`src/design/bdfx_pkg.sv`:
```
package bdfx_pkg;

    // Store geometry: bytes are spread over eight banks by their low address bits
    localparam int STORE_BYTES = 256;
    localparam int BANKS       = 8;
    localparam int BANK_DEPTH  = STORE_BYTES / BANKS;
    localparam int ADDR_W      = $clog2(STORE_BYTES);
    localparam int ROW_W       = ADDR_W - 3;
    localparam int CNT_W       = $clog2(STORE_BYTES + 1);
    localparam int POS_W       = $clog2(STORE_BYTES * 8 + 1);
    localparam int WIN_BYTES   = 5;
    localparam int FIELD_MAX   = 32;

    localparam logic [1:0] ACT_LOAD    = 2'd0;
    localparam logic [1:0] ACT_EXTRACT = 2'd1;
    localparam logic [1:0] ACT_CLEAR   = 2'd2;

    localparam logic [1:0] ST_VALID   = 2'd0;
    localparam logic [1:0] ST_MISSING = 2'd1;
    localparam logic [1:0] ST_ERROR   = 2'd2;

    typedef logic [BANKS-1:0][7:0] bank_data_t;

    typedef struct packed {
        logic [2:0] base_bank;
        logic [2:0] bit_off;
        logic [5:0] width;
    } fetch_ctl_t;

    typedef struct packed {
        logic [31:0] raw;
        logic        missing;
    } field_t;

endpackage

```
`src/design/bdfx_store.sv`:
```
module bdfx_store (
    input  logic                         aclk,
    input  logic                         wr_en,
    input  logic [bdfx_pkg::ADDR_W-1:0]  wr_addr,
    input  logic [7:0]                   wr_data,
    input  logic                         rd_en,
    input  logic [bdfx_pkg::POS_W-1:0]   rd_pos,
    output bdfx_pkg::bank_data_t         rd_data
);
    import bdfx_pkg::*;

    logic [ROW_W-1:0] base_row;
    logic [2:0]       base_bank;
    logic [ROW_W-1:0] rd_row [BANKS];

    assign base_row  = rd_pos[ROW_W+5:6];
    assign base_bank = rd_pos[5:3];

    // Each bank reads its own row: banks below the start bank hold the next row
    for (genvar b = 0; b < BANKS; b++) begin : g_bank
        logic [7:0] mem [BANK_DEPTH];

        assign rd_row[b] = base_row + ROW_W'(3'(b) < base_bank);

        always_ff @(posedge aclk) begin
            if (wr_en && wr_addr[2:0] == 3'(b)) begin
                mem[wr_addr[ADDR_W-1:3]] <= wr_data;
            end
            if (rd_en) begin
                rd_data[b] <= mem[rd_row[b]];
            end
        end
    end

endmodule

```
`src/design/bdfx_align.sv`:
```
module bdfx_align (
    input  logic                    aclk,
    input  logic                    en,
    input  bdfx_pkg::bank_data_t    bank_data,
    input  bdfx_pkg::fetch_ctl_t    ctl,
    output bdfx_pkg::field_t        field_reg
);
    import bdfx_pkg::*;

    logic [WIN_BYTES*8-1:0] win;
    logic [WIN_BYTES*8-1:0] shifted;
    logic [5:0]             rshift;
    logic [31:0]            raw;
    logic [31:0]            ones;
    field_t                 field_next;

    always_comb begin
        // Rotate banks into a five-byte window, first byte on top
        for (int j = 0; j < WIN_BYTES; j++) begin
            win[WIN_BYTES*8-1-8*j -: 8] = bank_data[3'(ctl.base_bank + 3'(j))];
        end
        shifted = win << ctl.bit_off;
        rshift  = 6'(FIELD_MAX) - ctl.width;
        raw     = shifted[WIN_BYTES*8-1 -: 32] >> rshift;
        ones    = 32'hFFFF_FFFF >> rshift;
        field_next.raw     = raw;
        field_next.missing = (raw == ones);
    end

    always_ff @(posedge aclk) begin
        if (en) begin
            field_reg <= field_next;
        end
    end

endmodule

```
`src/design/bufr_data_field_extractor_top.sv`:
```
// Field extractor for the data section of a coded weather message.
// Input stream: each word carries an action in s_axis_tuser. A load appends
// data_byte to the byte store (ignored once the store is full), a clear
// starts a new message, an extract reads field_width bits MSB first from
// the running bit position and yields one result word. Width 0 gives none.
// Result stream: m_axis_tuser holds the status (valid, missing, error);
// m_axis_tdata holds the significand (raw + reference, zero unless valid)
// and the decimal scale passed through. Reading past the loaded bytes or a
// width above 32 reports an error and leaves the position unchanged.
// Throughput: one word per cycle while the output is not stalled, loads and
// extracts mixed freely. The position and byte count update at acceptance;
// the store is eight byte banks read together, so any field, spanning at
// most five bytes, needs a single read.
// Pipeline: bank read registered at acceptance, then bit alignment, then the
// reference add into the output register.
// Reset: aresetn low empties the store and zeroes the bit position; store
// contents are not cleared and need no clearing pass.
// Stall: while m_axis_tready is low with a result held, the whole pipeline
// holds and s_axis_tready drops.
module bufr_data_field_extractor_top (
    input  logic        aclk,
    input  logic        aresetn,
    input  logic        s_axis_tvalid,
    output logic        s_axis_tready,
    // data_byte[7:0], field_width[13:8], reference_value[45:14],
    // decimal_scale[53:46], zero [55:54]
    input  logic [55:0] s_axis_tdata,
    // action[1:0]
    input  logic [1:0]  s_axis_tuser,
    output logic        m_axis_tvalid,
    input  logic        m_axis_tready,
    // significand[33:0], scale_out[41:34], zero [47:42]
    output logic [47:0] m_axis_tdata,
    // status[1:0]
    output logic [1:0]  m_axis_tuser
);
    import bdfx_pkg::*;

    // Input word fields
    logic [1:0]        action;
    logic [7:0]        data_byte;
    logic [5:0]        field_width;
    logic [31:0]       reference_value;
    logic [7:0]        decimal_scale;

    logic              adv;
    logic              accept;
    logic              is_extract;
    logic              fld_err;
    logic [POS_W:0]    end_pos;
    logic [POS_W:0]    limit;

    logic [POS_W-1:0]  pos_reg, pos_next;
    logic [CNT_W-1:0]  loaded_reg, loaded_next;
    logic              wr_en;

    bank_data_t        bank_data;

    // Stage 1: store read in flight
    logic              st1_valid_reg;
    logic              st1_err_reg;
    fetch_ctl_t        st1_ctl_reg;
    logic [31:0]       st1_ref_reg;
    logic [7:0]        st1_scale_reg;

    // Stage 2: aligned field
    logic              st2_valid_reg;
    logic              st2_err_reg;
    logic [31:0]       st2_ref_reg;
    logic [7:0]        st2_scale_reg;
    field_t            field_reg;

    // Output register
    logic              m_valid_reg;
    logic [1:0]        m_status_reg, m_status_next;
    logic [33:0]       m_sig_reg, m_sig_next;
    logic [7:0]        m_scale_reg;

    assign action          = s_axis_tuser;
    assign data_byte       = s_axis_tdata[7:0];
    assign field_width     = s_axis_tdata[13:8];
    assign reference_value = s_axis_tdata[45:14];
    assign decimal_scale   = s_axis_tdata[53:46];

    // Advance everything when the output register is free or being drained
    assign adv           = !m_valid_reg || m_axis_tready;
    assign s_axis_tready = adv;
    assign accept        = s_axis_tvalid && adv;

    assign is_extract = (action == ACT_EXTRACT) && (field_width != 6'd0);
    assign end_pos    = (POS_W+1)'(pos_reg) + (POS_W+1)'(field_width);
    assign limit      = (POS_W+1)'({loaded_reg, 3'b000});
    assign fld_err    = (field_width > 6'(FIELD_MAX)) || (end_pos > limit);
    assign wr_en      = accept && (action == ACT_LOAD) && (loaded_reg != CNT_W'(STORE_BYTES));

    always_comb begin
        pos_next    = pos_reg;
        loaded_next = loaded_reg;
        if (accept) begin
            case (action)
                ACT_LOAD: begin
                    if (wr_en) begin
                        loaded_next = loaded_reg + CNT_W'(1);
                    end
                end
                ACT_EXTRACT: begin
                    // advance only on a field that fits
                    if (is_extract && !fld_err) begin
                        pos_next = end_pos[POS_W-1:0];
                    end
                end
                ACT_CLEAR: begin
                    pos_next    = '0;
                    loaded_next = '0;
                end
                default: begin
                    // unused action: drop
                end
            endcase
        end
    end

    always_ff @(posedge aclk) begin
        if (!aresetn) begin
            pos_reg    <= '0;
            loaded_reg <= '0;
        end else begin
            pos_reg    <= pos_next;
            loaded_reg <= loaded_next;
        end
    end

    bdfx_store u_store (
        .aclk    (aclk),
        .wr_en   (wr_en),
        .wr_addr (loaded_reg[ADDR_W-1:0]),
        .wr_data (data_byte),
        .rd_en   (accept && is_extract),
        .rd_pos  (pos_reg),
        .rd_data (bank_data)
    );

    always_ff @(posedge aclk) begin
        if (!aresetn) begin
            st1_valid_reg <= 1'b0;
        end else if (adv) begin
            st1_valid_reg <= accept && is_extract;
        end
    end

    always_ff @(posedge aclk) begin
        if (accept && is_extract) begin
            st1_err_reg           <= fld_err;
            st1_ctl_reg.base_bank <= pos_reg[5:3];
            st1_ctl_reg.bit_off   <= pos_reg[2:0];
            st1_ctl_reg.width     <= field_width;
            st1_ref_reg           <= reference_value;
            st1_scale_reg         <= decimal_scale;
        end
    end

    bdfx_align u_align (
        .aclk      (aclk),
        .en        (adv && st1_valid_reg),
        .bank_data (bank_data),
        .ctl       (st1_ctl_reg),
        .field_reg (field_reg)
    );

    always_ff @(posedge aclk) begin
        if (!aresetn) begin
            st2_valid_reg <= 1'b0;
        end else if (adv) begin
            st2_valid_reg <= st1_valid_reg;
        end
    end

    always_ff @(posedge aclk) begin
        if (adv && st1_valid_reg) begin
            st2_err_reg   <= st1_err_reg;
            st2_ref_reg   <= st1_ref_reg;
            st2_scale_reg <= st1_scale_reg;
        end
    end

    // Status and significand: the sum of a 32-bit unsigned and a signed
    // reference always fits in 34 signed bits
    always_comb begin
        if (st2_err_reg) begin
            m_status_next = ST_ERROR;
            m_sig_next    = '0;
        end else if (field_reg.missing) begin
            m_status_next = ST_MISSING;
            m_sig_next    = '0;
        end else begin
            m_status_next = ST_VALID;
            m_sig_next    = {2'b00, field_reg.raw} + {{2{st2_ref_reg[31]}}, st2_ref_reg};
        end
    end

    always_ff @(posedge aclk) begin
        if (!aresetn) begin
            m_valid_reg <= 1'b0;
        end else if (adv) begin
            m_valid_reg <= st2_valid_reg;
        end
    end

    always_ff @(posedge aclk) begin
        if (adv && st2_valid_reg) begin
            m_status_reg <= m_status_next;
            m_sig_reg    <= m_sig_next;
            m_scale_reg  <= st2_scale_reg;
        end
    end

    assign m_axis_tvalid = m_valid_reg;
    assign m_axis_tuser  = m_status_reg;
    assign m_axis_tdata  = {6'd0, m_scale_reg, m_sig_reg};

    a_pos_in_loaded: assert property (@(posedge aclk) disable iff (!aresetn)
        (POS_W+1)'(pos_reg) <= (POS_W+1)'({loaded_reg, 3'b000}))
        else $error("bit position beyond loaded bytes");

    a_loaded_bound: assert property (@(posedge aclk) disable iff (!aresetn)
        loaded_reg <= CNT_W'(STORE_BYTES))
        else $error("byte count beyond store size");

    a_sig_zero: assert property (@(posedge aclk) disable iff (!aresetn)
        (m_valid_reg && m_status_reg != ST_VALID) |-> (m_sig_reg == 34'd0))
        else $error("significand not zero on missing or error");

    a_st1_to_st2: assert property (@(posedge aclk) disable iff (!aresetn)
        (st1_valid_reg && adv) |=> st2_valid_reg)
        else $error("extract lost between read and align stages");

endmodule

```
`config.mk`:
```
export PLATFORM = sky130hd
export DESIGN_NAME = bufr_data_field_extractor_top
export DESIGN_NICKNAME = d
export VERILOG_FILES = /design/src/design/bdfx_pkg.sv /design/src/design/bdfx_store.sv /design/src/design/bdfx_align.sv /design/src/design/bufr_data_field_extractor_top.sv
export SDC_FILE = /design/constraint.sdc
export NUM_CORES = 2
export LEC_CHECK = 0
export BUFFER_PORTS_ARGS = -buffer_cell sky130_fd_sc_hd__buf_2
export CAP_MARGIN = 10
export CORE_UTILIZATION = 49
export CTS_CLUSTER_DIAMETER = 40
export DETAILED_ROUTE_END_ITERATION = 8
export GPL_ROUTABILITY_DRIVEN = 0
export SLEW_MARGIN = 10
export SYNTH_ARGS = -nofsm -noshare
export SYNTH_HDL_FRONTEND = slang
export SYNTH_HIERARCHICAL = 1
export SYNTH_SLANG_ARGS = --single-unit
```
`constraint.sdc`:
```
create_clock -name aclk -period 21.3 [get_ports aclk]
set_input_delay 1.065 -clock aclk [delete_from_list [all_inputs] [get_ports aclk]]
set_output_delay 1.065 -clock aclk [all_outputs]
set_load 0.01 [all_outputs]
```
### Word level (Yosys, flattened, before mapping)

Memories as Yosys holds them, arrays and structs flattened. A register that Yosys moved wholly into a read port is not among the register bits.
Index checks and enable logic that the tools add are counted.

* bits in registers: 195
* input bits: 62
* logic and storage cells: 133
* memories kept: 8
* output and inout bits: 52
* bits in writable memories: 2048

* reduce and logical (&&, ||, !) cells: 28
* muxes and demuxes: 31
* $add $sub $neg: 16
* order comparisons: 15
* shifts and indexed selects: 3
* equal/unequal tests: 13

Memories
* u_store.g_bank[0].mem: depth 32, width 8, rd ports 1, clocked after memory_dff 1, wr ports 1, line bdfx_store.sv:21 `logic [7:0] mem [BANK_DEPTH];`
* u_store.g_bank[1].mem: depth 32, width 8, rd ports 1, clocked after memory_dff 1, wr ports 1, line bdfx_store.sv:21
* u_store.g_bank[2].mem: depth 32, width 8, rd ports 1, clocked after memory_dff 1, wr ports 1, line bdfx_store.sv:21
* u_store.g_bank[3].mem: depth 32, width 8, rd ports 1, clocked after memory_dff 1, wr ports 1, line bdfx_store.sv:21
* u_store.g_bank[4].mem: depth 32, width 8, rd ports 1, clocked after memory_dff 1, wr ports 1, line bdfx_store.sv:21
* u_store.g_bank[5].mem: depth 32, width 8, rd ports 1, clocked after memory_dff 1, wr ports 1, line bdfx_store.sv:21
* 2 more memories

Operators with widths (count)
* $bmux 8 s3: 5
* $add 5x1->5: 8
* $mux 8: 5
* $shl 40x3->40: 1
* $add 33x32->34: 1
* $eq 32x32->1: 1
* $shr 32x6->32: 1
* $shr 32x6->32 const A: 1
* $pmux 12 s2: 1
* $lt 3x4->1 const B: 5
* $pmux 9 s2: 1
* $mux 1: 17
* $logic_and 1x1->1: 16
* $add 12x6->13: 1
* $gt 13x12->1: 1
* $eq 3x3->1 const B: 4
* $lt 3x3->1 const A: 4
* $mux 12: 1
* $add 9x1->9 const B: 1
* $mux 9: 1
* $ne 9x9->1 const B: 1
* $add 3x2->3 const B: 2
* $eq 3x2->1 const B: 2
* $gt 6x6->1 const B: 1
* 17 further kinds: 24

### Longest topological paths before layout

* word-level depth: 8
* gate-level depth with buffers: 20
* mapped depth without buffers: 17

### Cells and area by module

The synthesis kept the hierarchy.

By module, submodules not included
* bdfx_store: cells each 3863, area each 82801.9 µm², times used 1, seq. area each 63420.8 µm²
* bdfx_align: cells each 1074, area each 8361.8 µm², times used 1, seq. area each 991.0 µm²
* bufr_data_field_extractor_top: cells each 631, area each 7742.4 µm², times used 1, seq. area each 4624.4 µm²

### Worst setup path after synthesis

Ideal clock, no wire load.

* path kind: input-to-reg
* start: input m_axis_tready
* end: register pos_reg[0]
* arrival time: 14.864 ns
* required time: 21.158 ns
* path slack: 6.294 ns
* buffers on the path: 1
* stages on the path: 9
* setup time: 0.142 ns
* path through: nor2b_1 inv_1 nand2_1 nor4b_1 inv_1 a311oi_1 nand2_1 clkbuf_1 mux2i_1

* word-level cells in the longest chain between the ends: 3

RTL lines
* start, declared: line bufr_data_field_extractor_top.sv:31 `input logic m_axis_tready,`
* $logic_or 1x1->1: line bufr_data_field_extractor_top.sv:86 `assign adv = !m_valid_reg || m_axis_tready;`
* named net s_axis_tready: line bufr_data_field_extractor_top.sv:24 `output logic s_axis_tready,`
* $logic_and 1x1->1: line bufr_data_field_extractor_top.sv:88 `assign accept = s_axis_tvalid && adv;`
* $reduce_and 3->1 (no source line)
* end signal, assigned: line bufr_data_field_extractor_top.sv:128 `pos_reg <= pos_next;`
* end, declared: line bufr_data_field_extractor_top.sv:53 `logic [POS_W-1:0] pos_reg, pos_next;`

The timed path passes the listed nets, and every way through them passes these cells.
A chain may end at the register's enable or synchronous reset.

==> flow_summary.json <==
{
  "synth.ff_latch_count": 2307,
  "power_per_cell_area_nw_per_um2": 94.6,
  "leakage_uw": 0.0352,
  "placement.io_buffers": 105,
  "floorplan.rows": 164,
  "worstReg2RegStart": "st1_ctl_reg[9]",
  "design.portCount": 114,
  "remaining_drc_errors": 75,
  "post-synth-top-area-cell": "sky130_fd_sc_hd__edfxtp_1",
  "critical_path_class": "reg2reg",
  "num-fill-cells": 15102,
  "design.die.area_um2": 204000,
  "avgSynthCellArea_um2": 17.8,
  "status": "complete, but fails checks",
  "grt_pass1_wl_um": 379000,
  "initial_utilization_pct": 49.4,
  "clockRootBuffer": "sky130_fd_sc_hd__clkbuf_16",
  "cp_max_fo": 52,
  "cap_viol_max_count": 0,
  "post_route_cells_drive_above_1_share_pct": 23.7,
  "post_synth_num_cell_types": 98,
  "finalInstanceArea_um2": 113000,
  "core_area_um2": 200000,
  "count_of_flip_flops_with_a_built_in_enable_after_synthesis": 2283,
  "worstHoldPathCells": 1,
  "gr-usage-all-layers_pct": 25.7,
  "number_of_global_route_vias_before_repair": 54029,
  "crit_path_end_kind": "flip-flop",
  "switching_share_pct": 21.2,
  "syn-cell-area_um2": 98900,
  "finalWorstPathRequiredPeriod_ps": 6460,
  "ir_drop_v": 0.0000921,
  "layout_common_cells": "2283 x sky130_fd_sc_hd__edfxtp_1, 491 x sky130_fd_sc_hd__mux4_2, 460 x sky130_fd_sc_hd__nor2_1",
  "maxSlewViolCount": 0,
  "totalNegativeSetupSlack_ps": 0,
  "first_drt_pass_iteration_count": 8,
  "dpl_cell_area_um2": 102000,
  "postSynthCellCount": 5568,
  "setup-violations-final": 0,
  "fin_crit_sh_pct": 30.3,
  "holdPathEnd": "st1_ref_reg[0]",
  "worst_clock_skew_ps": 65.5,
  "max_slew_margin_pct": 16.4,
  "netlist_top_cells_area": "sky130_fd_sc_hd__edfxtp_1 69%, sky130_fd_sc_hd__mux4_2 11%, sky130_fd_sc_hd__mux2i_1 4.1%",
  "cts_buffer_depth": 4,
  "flop_to_flop_setup_slack_ps": 14840,
  "power.combinational.fraction_pct": 2.8,
  "max_fclk_ghz": 0.155,
  "hold_viol": 0,
  "finalWorstSetupSlack_ps": 14840,
  "hold_start": "s_axis_tdata[14]",
  "power_frac_clock_pct": 50.4,
  "yosysWarnings": 6,
  "grt_overflow_total": 0,
  "num-nets-final": 5948,
  "mostFrequentLayoutCell": "sky130_fd_sc_hd__edfxtp_1",
  "die-width_um": 451,
  "switching_power_uw": 2270,
  "r2r_cells": 16,
  "tightest_slew_ps": 1250,
  "dr_total_vias": 54910,
  "antenna_violating_nets_post_route": 0,
  "avgRoutedWirePerCell_um": 30.0,
  "largest_reg_flops": 2048,
  "internal_power_uw": 8440,
  "grt_setup_unrepaired": "false",
  "ys_async_rst_share_pct": 0,
  "post-dp-hpwl_um": 160000,
  "post-cts-setup-buffer-count": 0,
  "clkLatencyLatePin_ps": 940,
  "clock_tree_from_tritoncts": "built",
  "ys_dominant_reg_cell": "sky130_fd_sc_hd__edfxtp_1",
  "seqPwrFrac_pct": 46.8,
  "violations": "design-rule violations",
  "worst_r2r_endpoint": "u_align/field_reg[0]",
  "cts_hold_buffers": 0,
  "post-place-ws_ps": 15030,
  "cts_resized": 0,
  "cts-buffers-inserted": 336,
  "power.total_uw": 10700,
  "cp_data_arrival_time_ps": 7220,
  "clk_pin_slew_ps": 50,
  "post_drt_via_cell_ratio": 6.28,
  "postRouteWirelength_um": 263000,
  "hold_class": "in2reg",
  "drt_iter0_markers": 6842,
  "worst_setup_path_start_kind": "flip-flop",
  "crit_start": "st1_ctl_reg[9]",
  "synth_sequential_area_ratio_pct": 69.8,
  "crit_required_ps": 22060,
  "post-synth-top-area-fraction_pct": 69.3,
  "hold_slack_ps": 329,
  "die_h_um": 451,
  "htreeDepth": 5,
  "number_of_clock_sinks": 2307,
  "grt_max_degree": 149,
  "grt_antenna_before_repair": 18,
  "area_growth_syn_to_layout_pct": 14.5
}
cell usage after synthesis (all sizes together) (25+ instances only):
master / n
xor2: 30
xnor2: 38
ha: 70
mux4: 491
a31oi: 28
nor2: 461
a22oi: 57
mux2i: 402
a21o: 30
nor2b: 30
nand2: 318
nor3: 54
a32o: 57
inv: 41
buf: 172
a211oi: 31
mux2: 41
a21oi: 107
a221oi: 67
nand4: 27
clkbuf: 134
edfxtp: 2283
nand3: 78
o21ai: 84
o211ai: 25
o22ai: 47
a22o: 26
area by class of cell:
class	count	area [um^2]	share of cell area, %
clock buffer	369	8690	7.68
inverter	42	158	0.139
sequential	2307	69000	61.0
timing repair buffer	209	1390	1.22
multi-input combinational	2918	28300	25.0
clock inverter	224	2320	2.05
antenna	17	42.5	0.0376
tap	2656	3320	2.93
worst max path at each step:
stage | end | cells after the start
2_1_floorplan | pos_reg[0] | 9
3_3_place_gp | u_align/field_reg[0] | 16
3_5_place_dp | u_align/field_reg[0] | 16
4_1_cts | u_align/field_reg[0] | 16
5_1_grt | u_align/field_reg[0] | 14
6_report | u_align/field_reg[0] | 16
per-layer routing:
layer | vias up | routed length, um | global-route usage (%)
li1 | 23417 | - | -
met1 | 28423 | 107000 | 36.1
met2 | 2495 | 121000 | 39.0
met3 | 569 | 21900 | 5.11
met4 | 6 | 11800 | 11.2
met5 | - | 39 | 0
power by group through the flow:
| stage | logic, uW | registers [uW] | clock network (uW) |
|---|---|---|---|
| 5_1_grt | 320 | 5010 | 5670 |
| 3_3_place_gp | 289 | 5100 | 0 |
| 2_1_floorplan | 155 | 5100 | 0 |
| 6_report | 299 | 5010 | 5410 |
| 3_5_place_dp | 294 | 5100 | 0 |
| 4_1_cts | 295 | 5010 | 5490 |
through the flow:
stage	util, %	cells
5_1_grt	56.6	8728
6_report	56.6	8742
2_1_floorplan	-	5573
3_3_place_gp	51.1	8132
3_5_place_dp	51.1	8132
4_1_cts	56.6	8725
cells by family (layout without fill, tap and decap cells):
| logic type | Yosys count | after routing | share of synthesized area, % |
|---|---|---|---|
| AND/OR/NAND/NOR | 1112 | 1112 | 5.00 |
| other | 1 | 23 | 0.00379 |
| flip-flops | 2307 | 2307 | 69.8 |
| multiplexers | 934 | 934 | 15.7 |
| AO/OA/AOI/OAI | 726 | 726 | 5.93 |
| adder cells (fa/ha/maj) | 72 | 72 | 0.926 |
| buffers and inverters | 348 | 844 | 1.84 |
| XOR/XNOR | 68 | 68 | 0.788 |
critical path, cell delays in order (launching register included):
cell and delay, ps:
sky130_fd_sc_hd__edfxtp_1 340, sky130_fd_sc_hd__buf_4 500, sky130_fd_sc_hd__buf_4 700, sky130_fd_sc_hd__ha_1 310, sky130_fd_sc_hd__xor2_2 130, sky130_fd_sc_hd__buf_4 340, sky130_fd_sc_hd__mux2i_1 400, sky130_fd_sc_hd__mux4_2 440
sky130_fd_sc_hd__o22ai_1 120, sky130_fd_sc_hd__nor4_1 560, sky130_fd_sc_hd__o21ai_0 320, sky130_fd_sc_hd__o22ai_1 550, sky130_fd_sc_hd__a2bb2o_1 390, sky130_fd_sc_hd__o221ai_1 550, sky130_fd_sc_hd__o21ai_0 170, sky130_fd_sc_hd__o311ai_0 150
sky130_fd_sc_hd__o2111a_1 280
(Power assumes the default switching activity.)
